--- config.mk ---
export PLATFORM = sky130hd
export DESIGN_NAME = sorted_id_list_difference
export DESIGN_NICKNAME = d
export VERILOG_FILES = /design/src/rtl/core/sld_pkg.sv /design/src/rtl/core/sld_datapath.sv /design/src/rtl/core/sld_ctrl.sv /design/src/rtl/core/sorted_id_list_difference.sv
export SDC_FILE = /design/constraint.sdc
export NUM_CORES = 1
export LEC_CHECK = 0
export BUFFER_PORTS_ARGS = -buffer_cell sky130_fd_sc_hd__buf_2
export CAP_MARGIN = 5
export CORE_ASPECT_RATIO = 2
export CORE_MARGIN = 1.5
export CORE_UTILIZATION = 35
export CTS_CLUSTER_SIZE = 10
export DETAILED_ROUTE_END_ITERATION = 7
export GPL_TIMING_DRIVEN = 0
export SYNTH_ARGS = -nofsm -noshare
export SYNTH_HDL_FRONTEND = slang
export SYNTH_SLANG_ARGS = --single-unit
--- constraint.sdc ---
create_clock -name clk -period 4.75 [get_ports clk]
set_input_delay 0 -clock clk [delete_from_list [all_inputs] [get_ports clk]]
set_output_delay 0 -clock clk [all_outputs]
set_load 0.05 [all_outputs]
--- src/rtl/core/sld_pkg.sv ---
// ----------------------------------------------------------------------------
// Sorted id list difference: package
// Sizes, codes, word types and controller/datapath interface structs.
// ----------------------------------------------------------------------------
`default_nettype none

package sld_pkg;

  localparam int LIST_DEPTH = 16;
  localparam int ID_BITS    = 16;
  localparam int GID_W      = 16;
  // stored id width: the input field is 16 bits wide
  localparam int STORE_W    = (ID_BITS < GID_W) ? ID_BITS : GID_W;
  localparam int CNT_W      = $clog2(LIST_DEPTH + 1);
  localparam int IDX_W      = $clog2(LIST_DEPTH);

  typedef enum logic [1:0] {
    OP_APPEND_CUR = 2'd0,
    OP_APPEND_OTH = 2'd1,
    OP_COMPARE    = 2'd2,
    OP_CLEAR      = 2'd3
  } opcode_t;

  typedef enum logic [1:0] {
    KIND_MORE = 2'd0,
    KIND_MISS = 2'd1,
    KIND_DONE = 2'd2
  } kind_t;

  typedef struct packed {
    logic [1:0]       opcode;
    logic [GID_W-1:0] grid_id;
  } in_word_t;

  typedef struct packed {
    logic [1:0]       kind;
    logic [GID_W-1:0] grid_id_res;
    logic             overflow;
    logic             last;
  } out_word_t;

  typedef struct packed {
    logic  load_cur;
    logic  load_oth;
    logic  clear;
    logic  start;
    logic  adv_i;
    logic  adv_j;
    logic  emit;
    kind_t emit_kind;
  } sld_cmd_t;

  typedef struct packed {
    logic cur_left;
    logic oth_left;
    logic ids_equal;
    logic cur_less;
    logic slot_free;
  } sld_status_t;

endpackage

`default_nettype wire

--- src/rtl/core/sld_datapath.sv ---
// ----------------------------------------------------------------------------
// Sorted id list difference: datapath
// Both id lists, counts, merge pointers, overflow flag and output register.
// ----------------------------------------------------------------------------
`default_nettype none

module sld_datapath
  import sld_pkg::*;
(
  input  wire logic             clk,
  input  wire logic             rst_n,
  input  wire logic [GID_W-1:0] load_id,
  input  wire sld_cmd_t         cmd,
  output sld_status_t           status,
  input  wire logic             out_ready,
  output logic                  out_valid,
  output out_word_t             out_data
);

  logic [STORE_W-1:0] cur_mem [LIST_DEPTH];
  logic [STORE_W-1:0] oth_mem [LIST_DEPTH];

  logic [CNT_W-1:0] cur_cnt_r, cur_cnt_nxt;
  logic [CNT_W-1:0] oth_cnt_r, oth_cnt_nxt;
  logic [CNT_W-1:0] i_r, i_nxt;
  logic [CNT_W-1:0] j_r, j_nxt;
  logic             ovf_r, ovf_nxt;
  logic             out_valid_r, out_valid_nxt;
  out_word_t        out_word_r;

  logic             cur_full, oth_full;
  logic [STORE_W-1:0] cur_id_r, oth_id_r;
  logic [GID_W-1:0]   emit_id;

  assign cur_full = (cur_cnt_r == CNT_W'(LIST_DEPTH));
  assign oth_full = (oth_cnt_r == CNT_W'(LIST_DEPTH));

  assign status.cur_left  = (i_r < cur_cnt_r);
  assign status.oth_left  = (j_r < oth_cnt_r);
  assign status.ids_equal = (cur_id_r == oth_id_r);
  assign status.cur_less  = (cur_id_r < oth_id_r);
  assign status.slot_free = !out_valid_r || out_ready;

  always_ff @(posedge clk) begin
    if (cmd.load_cur && !cur_full) begin
      cur_mem[cur_cnt_r[IDX_W-1:0]] <= load_id[STORE_W-1:0];
    end
    if (cmd.load_oth && !oth_full) begin
      oth_mem[oth_cnt_r[IDX_W-1:0]] <= load_id[STORE_W-1:0];
    end
    // read at the next pointer so the data lines up with i_r / j_r;
    // a pointer at full depth wraps but is never used past its count
    cur_id_r <= cur_mem[i_nxt[IDX_W-1:0]];
    oth_id_r <= oth_mem[j_nxt[IDX_W-1:0]];
  end

  always_comb begin
    cur_cnt_nxt = cur_cnt_r;
    oth_cnt_nxt = oth_cnt_r;
    ovf_nxt     = ovf_r;
    i_nxt       = i_r;
    j_nxt       = j_r;
    if (cmd.clear) begin
      cur_cnt_nxt = '0;
      oth_cnt_nxt = '0;
      ovf_nxt     = 1'b0;
    end
    if (cmd.load_cur) begin
      if (cur_full) ovf_nxt = 1'b1;
      else          cur_cnt_nxt = cur_cnt_r + CNT_W'(1);
    end
    if (cmd.load_oth) begin
      if (oth_full) ovf_nxt = 1'b1;
      else          oth_cnt_nxt = oth_cnt_r + CNT_W'(1);
    end
    if (cmd.start) begin
      i_nxt = '0;
      j_nxt = '0;
    end
    if (cmd.adv_i) i_nxt = i_r + CNT_W'(1);
    if (cmd.adv_j) j_nxt = j_r + CNT_W'(1);
  end

  always_comb begin
    case (cmd.emit_kind)
      KIND_MORE: emit_id = GID_W'(cur_id_r);
      KIND_MISS: emit_id = GID_W'(oth_id_r);
      default:   emit_id = '0;
    endcase
  end

  always_comb begin
    out_valid_nxt = out_valid_r;
    if (cmd.emit)         out_valid_nxt = 1'b1;
    else if (out_ready)   out_valid_nxt = 1'b0;
  end

  always_ff @(posedge clk) begin
    if (!rst_n) begin
      cur_cnt_r   <= '0;
      oth_cnt_r   <= '0;
      ovf_r       <= 1'b0;
      i_r         <= '0;
      j_r         <= '0;
      out_valid_r <= 1'b0;
    end else begin
      cur_cnt_r   <= cur_cnt_nxt;
      oth_cnt_r   <= oth_cnt_nxt;
      ovf_r       <= ovf_nxt;
      i_r         <= i_nxt;
      j_r         <= j_nxt;
      out_valid_r <= out_valid_nxt;
    end
  end

  always_ff @(posedge clk) begin
    if (cmd.emit) begin
      out_word_r.kind        <= cmd.emit_kind;
      out_word_r.grid_id_res <= emit_id;
      out_word_r.overflow    <= (cmd.emit_kind == KIND_DONE) && ovf_r;
      out_word_r.last        <= (cmd.emit_kind == KIND_DONE);
    end
  end

  assign out_valid = out_valid_r;
  assign out_data  = out_word_r;

endmodule

`default_nettype wire

--- src/rtl/core/sld_ctrl.sv ---
// ----------------------------------------------------------------------------
// Sorted id list difference: controller
// Accepts words; sequences two-pointer merge, one step a cycle unless stalled.
// ----------------------------------------------------------------------------
`default_nettype none

module sld_ctrl
  import sld_pkg::*;
(
  input  wire logic        clk,
  input  wire logic        rst_n,
  input  wire logic        in_valid,
  input  wire logic [1:0]  in_opcode,
  output logic             in_ready,
  input  wire sld_status_t status,
  output sld_cmd_t         cmd
);

  typedef enum logic [1:0] {
    ST_IDLE  = 2'b01,
    ST_MERGE = 2'b10
  } state_t;

  state_t state_r, state_nxt;
  logic   accept;

  assign in_ready = (state_r == ST_IDLE);
  assign accept   = in_valid && in_ready;

  always_comb begin
    state_nxt     = state_r;
    cmd           = '0;
    cmd.emit_kind = KIND_DONE;
    case (state_r)
      ST_IDLE: begin
        if (accept) begin
          case (opcode_t'(in_opcode))
            OP_APPEND_CUR: cmd.load_cur = 1'b1;
            OP_APPEND_OTH: cmd.load_oth = 1'b1;
            OP_CLEAR:      cmd.clear    = 1'b1;
            OP_COMPARE: begin
              cmd.start = 1'b1;
              state_nxt = ST_MERGE;
            end
            default: ;
          endcase
        end
      end
      ST_MERGE: begin
        if (status.slot_free) begin
          if (status.cur_left && status.oth_left) begin
            if (status.ids_equal) begin
              cmd.adv_i = 1'b1;
              cmd.adv_j = 1'b1;
            end else if (status.cur_less) begin
              cmd.emit      = 1'b1;
              cmd.emit_kind = KIND_MORE;
              cmd.adv_i     = 1'b1;
            end else begin
              cmd.emit      = 1'b1;
              cmd.emit_kind = KIND_MISS;
              cmd.adv_j     = 1'b1;
            end
          end else if (status.cur_left) begin
            cmd.emit      = 1'b1;
            cmd.emit_kind = KIND_MORE;
            cmd.adv_i     = 1'b1;
          end else if (status.oth_left) begin
            cmd.emit      = 1'b1;
            cmd.emit_kind = KIND_MISS;
            cmd.adv_j     = 1'b1;
          end else begin
            // both lists exhausted: done marker closes the run
            cmd.emit      = 1'b1;
            cmd.emit_kind = KIND_DONE;
            state_nxt     = ST_IDLE;
          end
        end
      end
      default: state_nxt = ST_IDLE;
    endcase
  end

  always_ff @(posedge clk) begin
    if (!rst_n) begin
      state_r <= ST_IDLE;
    end else begin
      state_r <= state_nxt;
    end
  end

endmodule

`default_nettype wire

--- src/rtl/core/sorted_id_list_difference.sv ---
// ----------------------------------------------------------------------------
// Sorted id list difference: top level
// Two ascending id lists; a compare word emits their difference by merge.
// ----------------------------------------------------------------------------
//   channel | ports                         | word
//   --------+-------------------------------+-----------------------
//   input   | in_valid, in_ready, in_data   | in_word_t  (opcode, id)
//   result  | out_valid, out_ready, out_data| out_word_t (kind, id, ovf, last)
//
// Append and clear words produce no result.
// A compare holds input off while the merge runs after its accept: the
// merge step walks one pointer (or both on a match) per cycle while the
// result slot is free, and the done marker takes the last step; input
// returns once it is registered. A stalled result register stalls the merge.
// Reset (synchronous, rst_n low) empties both lists and clears overflow.
// ----------------------------------------------------------------------------
`default_nettype none

module sorted_id_list_difference
  import sld_pkg::*;
(
  input  wire logic      clk,
  input  wire logic      rst_n,
  input  wire logic      in_valid,
  output logic           in_ready,
  input  wire in_word_t  in_data,
  output logic           out_valid,
  input  wire logic      out_ready,
  output out_word_t      out_data
);

  sld_cmd_t    cmd;
  sld_status_t status;

  sld_ctrl u_ctrl (
    .clk       (clk),
    .rst_n     (rst_n),
    .in_valid  (in_valid),
    .in_opcode (in_data.opcode),
    .in_ready  (in_ready),
    .status    (status),
    .cmd       (cmd)
  );

  sld_datapath u_dp (
    .clk       (clk),
    .rst_n     (rst_n),
    .load_id   (in_data.grid_id),
    .cmd       (cmd),
    .status    (status),
    .out_ready (out_ready),
    .out_valid (out_valid),
    .out_data  (out_data)
  );

endmodule

`default_nettype wire

Yosys cells after proc, flatten, opt, wreduce, memory -nomap -nowiden:

Memories as Yosys holds them, arrays and structs flattened. A register that Yosys moved wholly into a read port is not among the register bits.
Index checks and enable logic that the tools add are counted.

* output and inout port bits: 22
* memories: 2
* flip-flop bits (word level): 44
* RAM bits: 512
* word-level logic and storage cells: 101

* magnitude comparators: 3
* $add $sub $neg: 4
* mux-type cells: 48
* reductions and logical operators: 15
* eq/ne operators: 16

Memory list
* u_dp.cur_mem: words 16, width 16, rd ports 1, clocked after memory_dff 1, write ports 1, RTL line sld_datapath.sv:20 `logic [STORE_W-1:0] cur_mem [LIST_DEPTH];`
* u_dp.oth_mem: words 16, width 16, rd ports 1, clocked after memory_dff 1, write ports 1, RTL line sld_datapath.sv:21 `logic [STORE_W-1:0] oth_mem [LIST_DEPTH];`

Operators with widths (number)
* 5-bit two-way mux: 13
* 16-bit one-hot mux with 2 select lines: 1
* 1-bit two-way mux: 21
* 5-bit by 1-bit adder with 5-bit output (second input constant): 4
* 16-bit == test: 1
* 16-bit < comparator: 1
* 2-bit two-way mux: 8
* 2-bit inequality test (second input constant): 6
* 5-bit == test (second input constant): 2
* 5-bit < comparator: 2
* 2-bit == test (second input constant): 4
* 4-bit two-way mux: 2
* 2-bit by 1-bit == test with 1-bit output (second input constant): 3
* 3-bit two-way mux: 2
* 6-bit AND reduction: 1
* 2-bit nonzero test: 3
* 1-bit logical AND: 5
* 2-bit zero test: 2
* 2-bit one-hot mux with 2 select lines: 1
* 1-bit zero test: 3
* 1-bit logical OR: 1

Depth between registers and ports, before layout:

Gate-level depths: netlist of run 1.

* word-level depth: 9
* depth in mapped cells: 16
* depth with buffers taken out: 11

By module:

Synthesis of run 1 repeated with hierarchy kept, for this count alone.

* cell total of the unflattened synthesis: 1879
* area, all modules: 25039.0 um2

Modules (own cells, without submodules)
* sld_datapath: area each 24835.1 um2, cells an instance 1855, instances 1, seq. area each 17056.4 um2
* sld_ctrl: area each 203.9 um2, cells an instance 24, instances 1, seq. area each 40.0 um2

Worst setup path before layout of run 1:

No wires, ideal clock.

* path kind: register -> register
* start: reg u_dp.oth_cnt_r[2]
* end: reg u_dp.cur_id_r[14] (read register of u_dp.cur_mem)
* cell stages (with the launch flop): 17
* data arrival time: 3892 ps
* setup slack: 724 ps
* library setup time: 134 ps
* path through: dfxtp_1 -> clkbuf_1 -> clkinv_1 -> ha_1 -> nand4_1 -> o21bai_1 -> or4_4 -> and4b_1 -> buf_4 -> a211o_1 -> and2_1 -> buf_2 -> buf_2 -> buf_2 -> mux2i_1 -> o22ai_1 -> or4b_1

* cells in the longest elaborated chain, start to end: 6

Ends and longest elaborated chain
* from (decl): RTL line sld_datapath.sv:24 `logic [CNT_W-1:0] oth_cnt_r, oth_cnt_nxt;`
* from (signal assigned): RTL line sld_datapath.sv:108 `oth_cnt_r <= oth_cnt_nxt;`
* 5-bit < comparator: RTL line sld_datapath.sv:39 `assign status.oth_left = (j_r < oth_cnt_r);`
* 1-bit logical AND: RTL line sld_ctrl.sv:51 `if (status.cur_left && status.oth_left) begin`
* 5-bit two-way mux: RTL line sld_ctrl.sv:51
* 5-bit two-way mux: RTL line sld_ctrl.sv:50 `if (status.slot_free) begin`
* 5-bit two-way mux: RTL line sld_ctrl.sv:34 `case (state_r)`
* 5-bit two-way mux: RTL line sld_datapath.sv:80 `if (cmd.adv_i) i_nxt = i_r + CNT_W'(1);`
* to (decl): RTL line sld_datapath.sv:32 `logic [STORE_W-1:0] cur_id_r, oth_id_r;`

No other way between the ends.
A chain may end at the register's enable or synchronous reset.

Final worst setup path of run 1:

* start: reg u_dp.cur_cnt_r[2]
* end: reg u_dp.cur_id_r[6] (read register of u_dp.cur_mem)

* cells in the longest elaborated chain, start to end: 6
* elaborated cells on any way between the ends: 7

Ends and longest elaborated chain
* from (decl): RTL line sld_datapath.sv:23 `logic [CNT_W-1:0] cur_cnt_r, cur_cnt_nxt;`
* from (signal assigned): RTL line sld_datapath.sv:107 `cur_cnt_r <= cur_cnt_nxt;`
* 5-bit < comparator *: RTL line sld_datapath.sv:38 `assign status.cur_left = (i_r < cur_cnt_r);`
* 1-bit two-way mux / 1-bit logical AND (equally long branches): RTL line sld_ctrl.sv:64, sld_ctrl.sv:51
* 5-bit two-way mux *: RTL line sld_ctrl.sv:51
* 5-bit two-way mux *: RTL line sld_ctrl.sv:50
* 5-bit two-way mux *: RTL line sld_ctrl.sv:34
* 5-bit two-way mux *: RTL line sld_datapath.sv:80

Mark *: on every way between the ends. The rest lies on a longest branch, timed or not.

==> results.ini, run 1 <==
[status]
status=finished clean

[power]
peakVddDrop_v=0.000190
power_mw=10.5
leakage_nw=9.39
p_per_area_nw_per_um2=386

[timing]
fmax_mhz=220
setup_viol=0
layout_setup_ws_ns=0.200
slew_headroom=0.265
fin_skew_ns=0.0207
finalHoldViolations=0
worst_slew_pin_slew_ns=1.10
min_period_over_period=0.958
post-route-min-period_ns=4.55
grt_setup_unrepaired=false
drv_slew=0
finalSetupTns_ns=0

[floorplan]
die-area_sq_um=68000
die_height_um=367
core-area_sq_um=65700
io_pins=44
dieWidth_um=185
row_count=133
initial_utilization=0.353

[grt]
grt_overflow=0
grt_pass1_wl_um=86900
antenna_found_initial=3
first_global_vias=13300
globalRouteTotalUtil=0.180
grt_max_degree=33

[synth]
synthesis.instances=1329
syn_nets=1385
yosys_register_bits=588
synth-compound-area-share=0.0561
ys_seq_area_frac=0.736
avgSynthCellArea_sq_um=17.5
synthArstFlopShare=0
synth_edf_count=532
ys_types=55
yosys-mux-area-fraction=0.116
synth_ff_type=edfxtp_1
yosys.area_share.simple=0.0538
synth_fa_ha_area_frac=0.0183
synth_top_family_by_area=multiplexers
yosys_warnings=0
synth_xor_xnor_area_share=0.000754
synthesis.area_sq_um=23200

[clocking]
cts_buffers=68
clk_path_buf_depth=3
cts.sinks=588
h-tree-depth=3
cts_root_buffer=clkbuf_16
path_clk_slew_ns=0.06
cts_tree=built
cts_setup_buffers=0
clkLatencyLatePin_ns=0.59

[setup_path]
arrival_ns=4.93
slowest_stage=or4b_1
max_stage_delay_ns=0.71
reg2reg_setup_slack_ns=0.20
crit_path_frequent_cell=buf_4
crit_type=reg2reg
worstPathMaxFanout=10
start_kind=flip-flop
endpoint_kind=flip-flop
path_cells=clkbuf_1 -> inv_1 -> ha_1 -> nand3_1 -> a21boi_1 -> or4_4 -> and4b_1 -> buf_4 -> a211o_2 -> and2_1 -> buf_2 -> buf_4 -> buf_4 -> mux2i_1 -> o22ai_1 -> or4b_1
cp.required_ns=5.13

[placed_design]
portBuffers=42
dpl_cell_area_sq_um=25000
post-place-ws_ns=-1.04
dp_hpwl_um=43000
gp_congestion=0.998

[route]
wire_per_inst_um=24.9
wl_um=59600
drtIter0Drc=828
post-route-drc-count=0
ant_nets=0
first_pass_iters=5
vias_per_cell=5.18
vias=12400

[layout]
nNetsFinal=1540
areaGrowthSynthToFinish_pct=17.1
fillers=5776
drive_gt1_frac=0.206
final_area_sq_um=27200
final_util=0.414

[run]
max_cap_violations=0

[worst_hold_path]
min_path_type=in2reg

## cell families after synthesis
family | count (synthesis)
compound gates | 195
fa+ha+maj | 34
buf+inv | 100
xor+xnor | 2
simple gates | 242
flops | 588
mux | 168
## cells in the mapped netlist, drive strengths merged, types with 2 or more instances
cell type / count / area, sq um
a211oi: 33 / 248
a21boi: 19 / 143
a21oi: 21 / 105
a22oi: 33 / 248
a31oi: 2 / 18.8
a32o: 3 / 30.0
and2: 15 / 93.8
and3: 11 / 68.8
and4: 5 / 43.8
buf: 29 / 180
clkbuf: 31 / 116
dfxtp: 56 / 1120
edfxtp: 532 / 16000
ha: 34 / 425
inv: 39 / 146
mux2: 2 / 26.3
mux2i: 86 / 861
mux4: 80 / 1800
nand2: 95 / 357
nand2b: 2 / 12.5
nand3: 19 / 95.1
nand4: 6 / 37.5
nor2: 32 / 120
nor2b: 10 / 62.6
nor3: 13 / 65.1
nor3b: 5 / 37.5
nor4: 6 / 37.5
o21a: 4 / 30.0
o21ai: 35 / 179
o21bai: 2 / 15.0
o22ai: 34 / 213
o31ai: 3 / 22.5
or4: 2 / 18.8
or4b: 16 / 160
xnor2: 2 / 17.5
## metal layers
| layer | track usage | share of wire |
|---|---|---|
| met3 | 0.0239 | 0.028 |
| met5 | 0 | 0 |
| met4 | 0.170 | 0.093 |
| met2 | 0.331 | 0.56 |
| met1 | 0.166 | 0.32 |
## sequential cells by signal, summed over array words and instances (netlist names), 2 cells and up
signal          count
u_dp.cur_id_r      16
u_dp.oth_mem      256
u_ctrl.state_r      2
u_dp.oth_id_r      16
u_dp.j_r            5
u_dp.i_r            5
u_dp.oth_cnt_r      5
u_dp.cur_mem      256
u_dp.cur_cnt_r      5
u_dp.out_data      20
## final timing paths
kind,from,to,cells after the start
worst max register to register,u_dp.cur_cnt_r[2],u_dp.cur_id_r[6],16
worst min register to register,u_dp.i_r[4],u_dp.i_r[4],2
worst max-delay path,u_dp.cur_cnt_r[2],u_dp.cur_id_r[6],16
worst min-delay path,in_data[10],u_dp.cur_mem[12][10],1
## power breakdown
part | total [mW] | switching (mW) | internal (mW)
Sequential | 5.67 | 0.0101 | 5.66
Clock | 4.64 | 1.92 | 2.72
Combinational | 0.193 | 0.146 | 0.0468
## final cells by class
| class | count | area (sq um) | area share |
|---|---|---|---|
| antenna | 5 | 12.5 | 0.000460 |
| buffer | 58 | 332 | 0.0122 |
| clock buffer | 92 | 1870 | 0.0686 |
| clock inverter | 4 | 50.0 | 0.00184 |
| inverter | 40 | 153 | 0.00561 |
| multi-input combinational | 641 | 5860 | 0.215 |
| sequential | 588 | 17100 | 0.629 |
| tap | 877 | 1100 | 0.0404 |
| timing repair buffer | 87 | 721 | 0.0265 |
## per-stage QoR
step / hold WS (ns) / instances
after floorplan: 0.0989 / 1329
after global placement: 0.359 / 2248
after detailed placement: 0.364 / 2275
after CTS: 0.000384 / 2387
after global routing: 0.0270 / 2392
final: 0.00888 / 2392
## critical path, delay by kind of cell, from the launching register on
kind / cells / cell delay [ns]
AO/OA/AOI/OAI: 3 / 0.47
adder cells (fa/ha/maj): 1 / 0.31
buffers and inverters: 6 / 1.29
flip-flops: 1 / 0.31
multiplexers: 1 / 0.22
AND/OR/NAND/NOR: 5 / 1.71
## repair_timing
item | CTS | global route
endpoints found under the hold margin | 238 | 0
cloned | 0 | 0
setup endpoints to repair | 32 | 27
resized for setup | 28 | 17
hold buffers | 18 | 0
## cell usage in the layout, fill, tap and decap left out, types with 4 or more instances in the layout
cell type and count:
ha_1 34, buf_2 53, nor3_2 7, or4b_4 5
and3_1 11, a21oi_1 21, nand4_1 6, nor3b_1 4
o21a_1 4, clkbuf_16 71, dlygate4sd3_1 18, and2_1 15
a22oi_1 23, dfxtp_1 54, or4b_1 11, mux2i_1 85
a22oi_2 10, a211oi_1 33, nor2b_1 10, mux4_2 80
buf_4 18, clkbuf_2 5, and4_1 5, edfxtp_1 532
nor3_1 6, buf_8 13, nand3_1 19, inv_1 39
o22ai_1 34, nor2_1 18, a21boi_0 17, buf_6 14
nor2_2 14, o21ai_0 32, clkbuf_1 43, nand2_1 95
diode_2 5
Power figures use the tool's default switching activity.
==> run 2: changes to the inputs <==
==> constraint.sdc (replaced) <==
create_clock -name clk -period 4.75 [get_ports clk]
set_input_delay 0.95 -clock clk [delete_from_list [all_inputs] [get_ports clk]]
set_output_delay 0.95 -clock clk [all_outputs]
set_load 0.05 [all_outputs]
==> run 2 against run 1 <==
- final cell count fell by 0.75%
- worst hold slack gained 0.55 ns
- register-to-register slack got worse by 0.05 ns
- sequential power about the same
- highest routed layer is now met5
- clock skew down 0.0035 ns
- largest power group unchanged
- count of clock-buffer cells in the layout unchanged
- flip-flop and latch count stayed put
==> results.ini, run 2 (synthesized netlist as in run 1, its figures left out) <==
[setup_path]
arrival_ns=5.04
r2r-end=u_dp.oth_id_r[4]
reg2reg_setup_slack_ns=0.15
start_kind=flip-flop
critPathTopFamily=compound AO/OA/AOI/OAI gates
path_cells=inv_1 -> ha_1 -> a21oi_1 -> a21boi_1 -> or4_4 -> and4b_1 -> buf_4 -> a21oi_1 -> a311oi_1 -> clkbuf_2 -> buf_2 -> mux4_2 -> a22oi_1 -> nand2_1
slowest_stage=a22oi_1
max_stage_delay_ns=0.60
rr_worst_depth=14
crit_buf_inv=4
crit_type=reg2reg
crit_path_frequent_cell=a21oi_1
cp.required_ns=5.19
worstPathMaxFanout=10
endpoint_kind=flip-flop
r2r-start=u_dp.oth_cnt_r[3]

[clocking]
cts_resized=28
clkLatencyLatePin_ns=0.60
path_clk_slew_ns=0.06
cts_root_buffer=clkbuf_16
cts.sinks=588
cts_tree=built
clk_path_buf_depth=3
cts_setup_buffers=0
ctsHoldBuffers=0
h-tree-depth=3
cts_buffers=68

[worst_hold_path]
min_path_cells=2
min-delay-start=u_dp.oth_id_r[4]
min_path_type=reg2reg
holdPathEnd=u_dp.out_data[6]

[power]
combPwrFrac=0.017
power_mw=10.5
leakage_nw=9.31
p_per_area_nw_per_um2=388
swShare=0.198
peakVddDrop_v=0.000192
p_int_mw=8.41
clockPowerShare=0.442
power_switching_mw=2.08
pwr-share-seq=0.540

[timing]
fin_skew_ns=0.0172
grt_setup_unrepaired=false
layout_setup_ws_ns=0.147
finalHoldViolations=0
min_period_over_period=0.969
post-route-min-period_ns=4.60
fmax_mhz=217
holdWs_ns=0.558
drv_slew=0
slew_headroom=0.254
worst_slew_pin_slew_ns=1.12
setup_viol=0
finalSetupTns_ns=0

[placed_design]
gp_congestion=0.998
dp_hpwl_um=43000
portBuffers=42
post-place-ws_ns=-1.04

[layout]
final_common_cell=edfxtp_1
multiInputGateArea_sq_um=5850
final_cell_mix=edfxtp_1, nand2_1, mux2i_1, mux4_2, clkbuf_16
drive_gt1_frac=0.208
areaGrowthSynthToFinish_pct=16.3
regArea_sq_um=17100
nNetsFinal=1522
fillers=5786

[floorplan]
io_pins=44
dieWidth_um=185
row_count=133
die-area_sq_um=68000
core-area_sq_um=65700
die_height_um=367
initial_utilization=0.353

[route]
ant_nets=0
vias_per_cell=5.19
wire_per_inst_um=25.1
first_pass_iters=5
drtIter0Drc=811
wl_um=59500
met2_wirelength_um=33300
vias=12300
wl_met3_um=1670
wl_met1_um=19200
top_layer=met5
post-route-drc-count=0

[run]
max_cap_violations=0

[grt]
grt_pass1_wl_um=86700
grt_max_degree=33
first_global_vias=13300
globalRouteTotalUtil=0.180
antenna_found_initial=4
grt_overflow=0

[status]
status=finished clean

[run 2: layout make-up]
class,instances,share of cell area
Antenna cell,5,0.000463
Buffer,58,0.0123
Clock buffer,92,0.0691
Clock inverter,4,0.00185
Inverter,40,0.00565
Multi-Input combinational cell,641,0.217
Sequential cell,588,0.633
Tap cell,877,0.0406
Timing Repair Buffer,69,0.0200
[run 2: worst max path at each step]
stage                                 start                end  slack [ns]  cells past startpoint
after CTS                 u_dp.oth_cnt_r[3]   u_dp.cur_id_r[8]       0.001                     14
final                     u_dp.oth_cnt_r[3]   u_dp.oth_id_r[4]        0.15                     14
after global routing      u_dp.cur_cnt_r[2]   u_dp.cur_id_r[8]        0.01                     16
after floorplan           u_dp.oth_cnt_r[2]  u_dp.cur_id_r[14]        0.72                     16
after detailed placement  u_dp.oth_cnt_r[2]  u_dp.cur_id_r[11]       -1.04                     16
after global placement    u_dp.oth_cnt_r[2]  u_dp.cur_id_r[11]       -0.83                     16
[run 2: power by group through the flow]
stage                     sequential [mW]  clock, mW  combinational [mW]
after global placement               5.77          0               0.175
after floorplan                      5.77          0              0.0577
after detailed placement             5.77          0               0.184
final                                5.67       4.64               0.182
after global routing                 5.67       4.91               0.198
after CTS                            5.67       4.73               0.185
[run 2: metal layers]
metal	vias up	GRT usage
met1	6304	0.165
met4	2	0.165
met3	140	0.0226
li1	5560	-
met5	-	0
met2	312	0.334
[run 2: worst min-delay path: cells and delay by family, from the launching register on]
family,cells,cell delay (ns)
AO/OA/AOI/OAI,1,0.07
flip-flops,1,0.32
AND/OR/NAND/NOR,1,0.05
[run 2: per-stage QoR]
step | cells | utilization | area (sq um)
floorplan | 1329 | - | 23200
global placement | 2248 | 0.373 | 24500
detailed placement | 2275 | 0.380 | 25000
CTS | 2369 | 0.410 | 26900
global route | 2374 | 0.411 | 27000
finish | 2374 | 0.411 | 27000
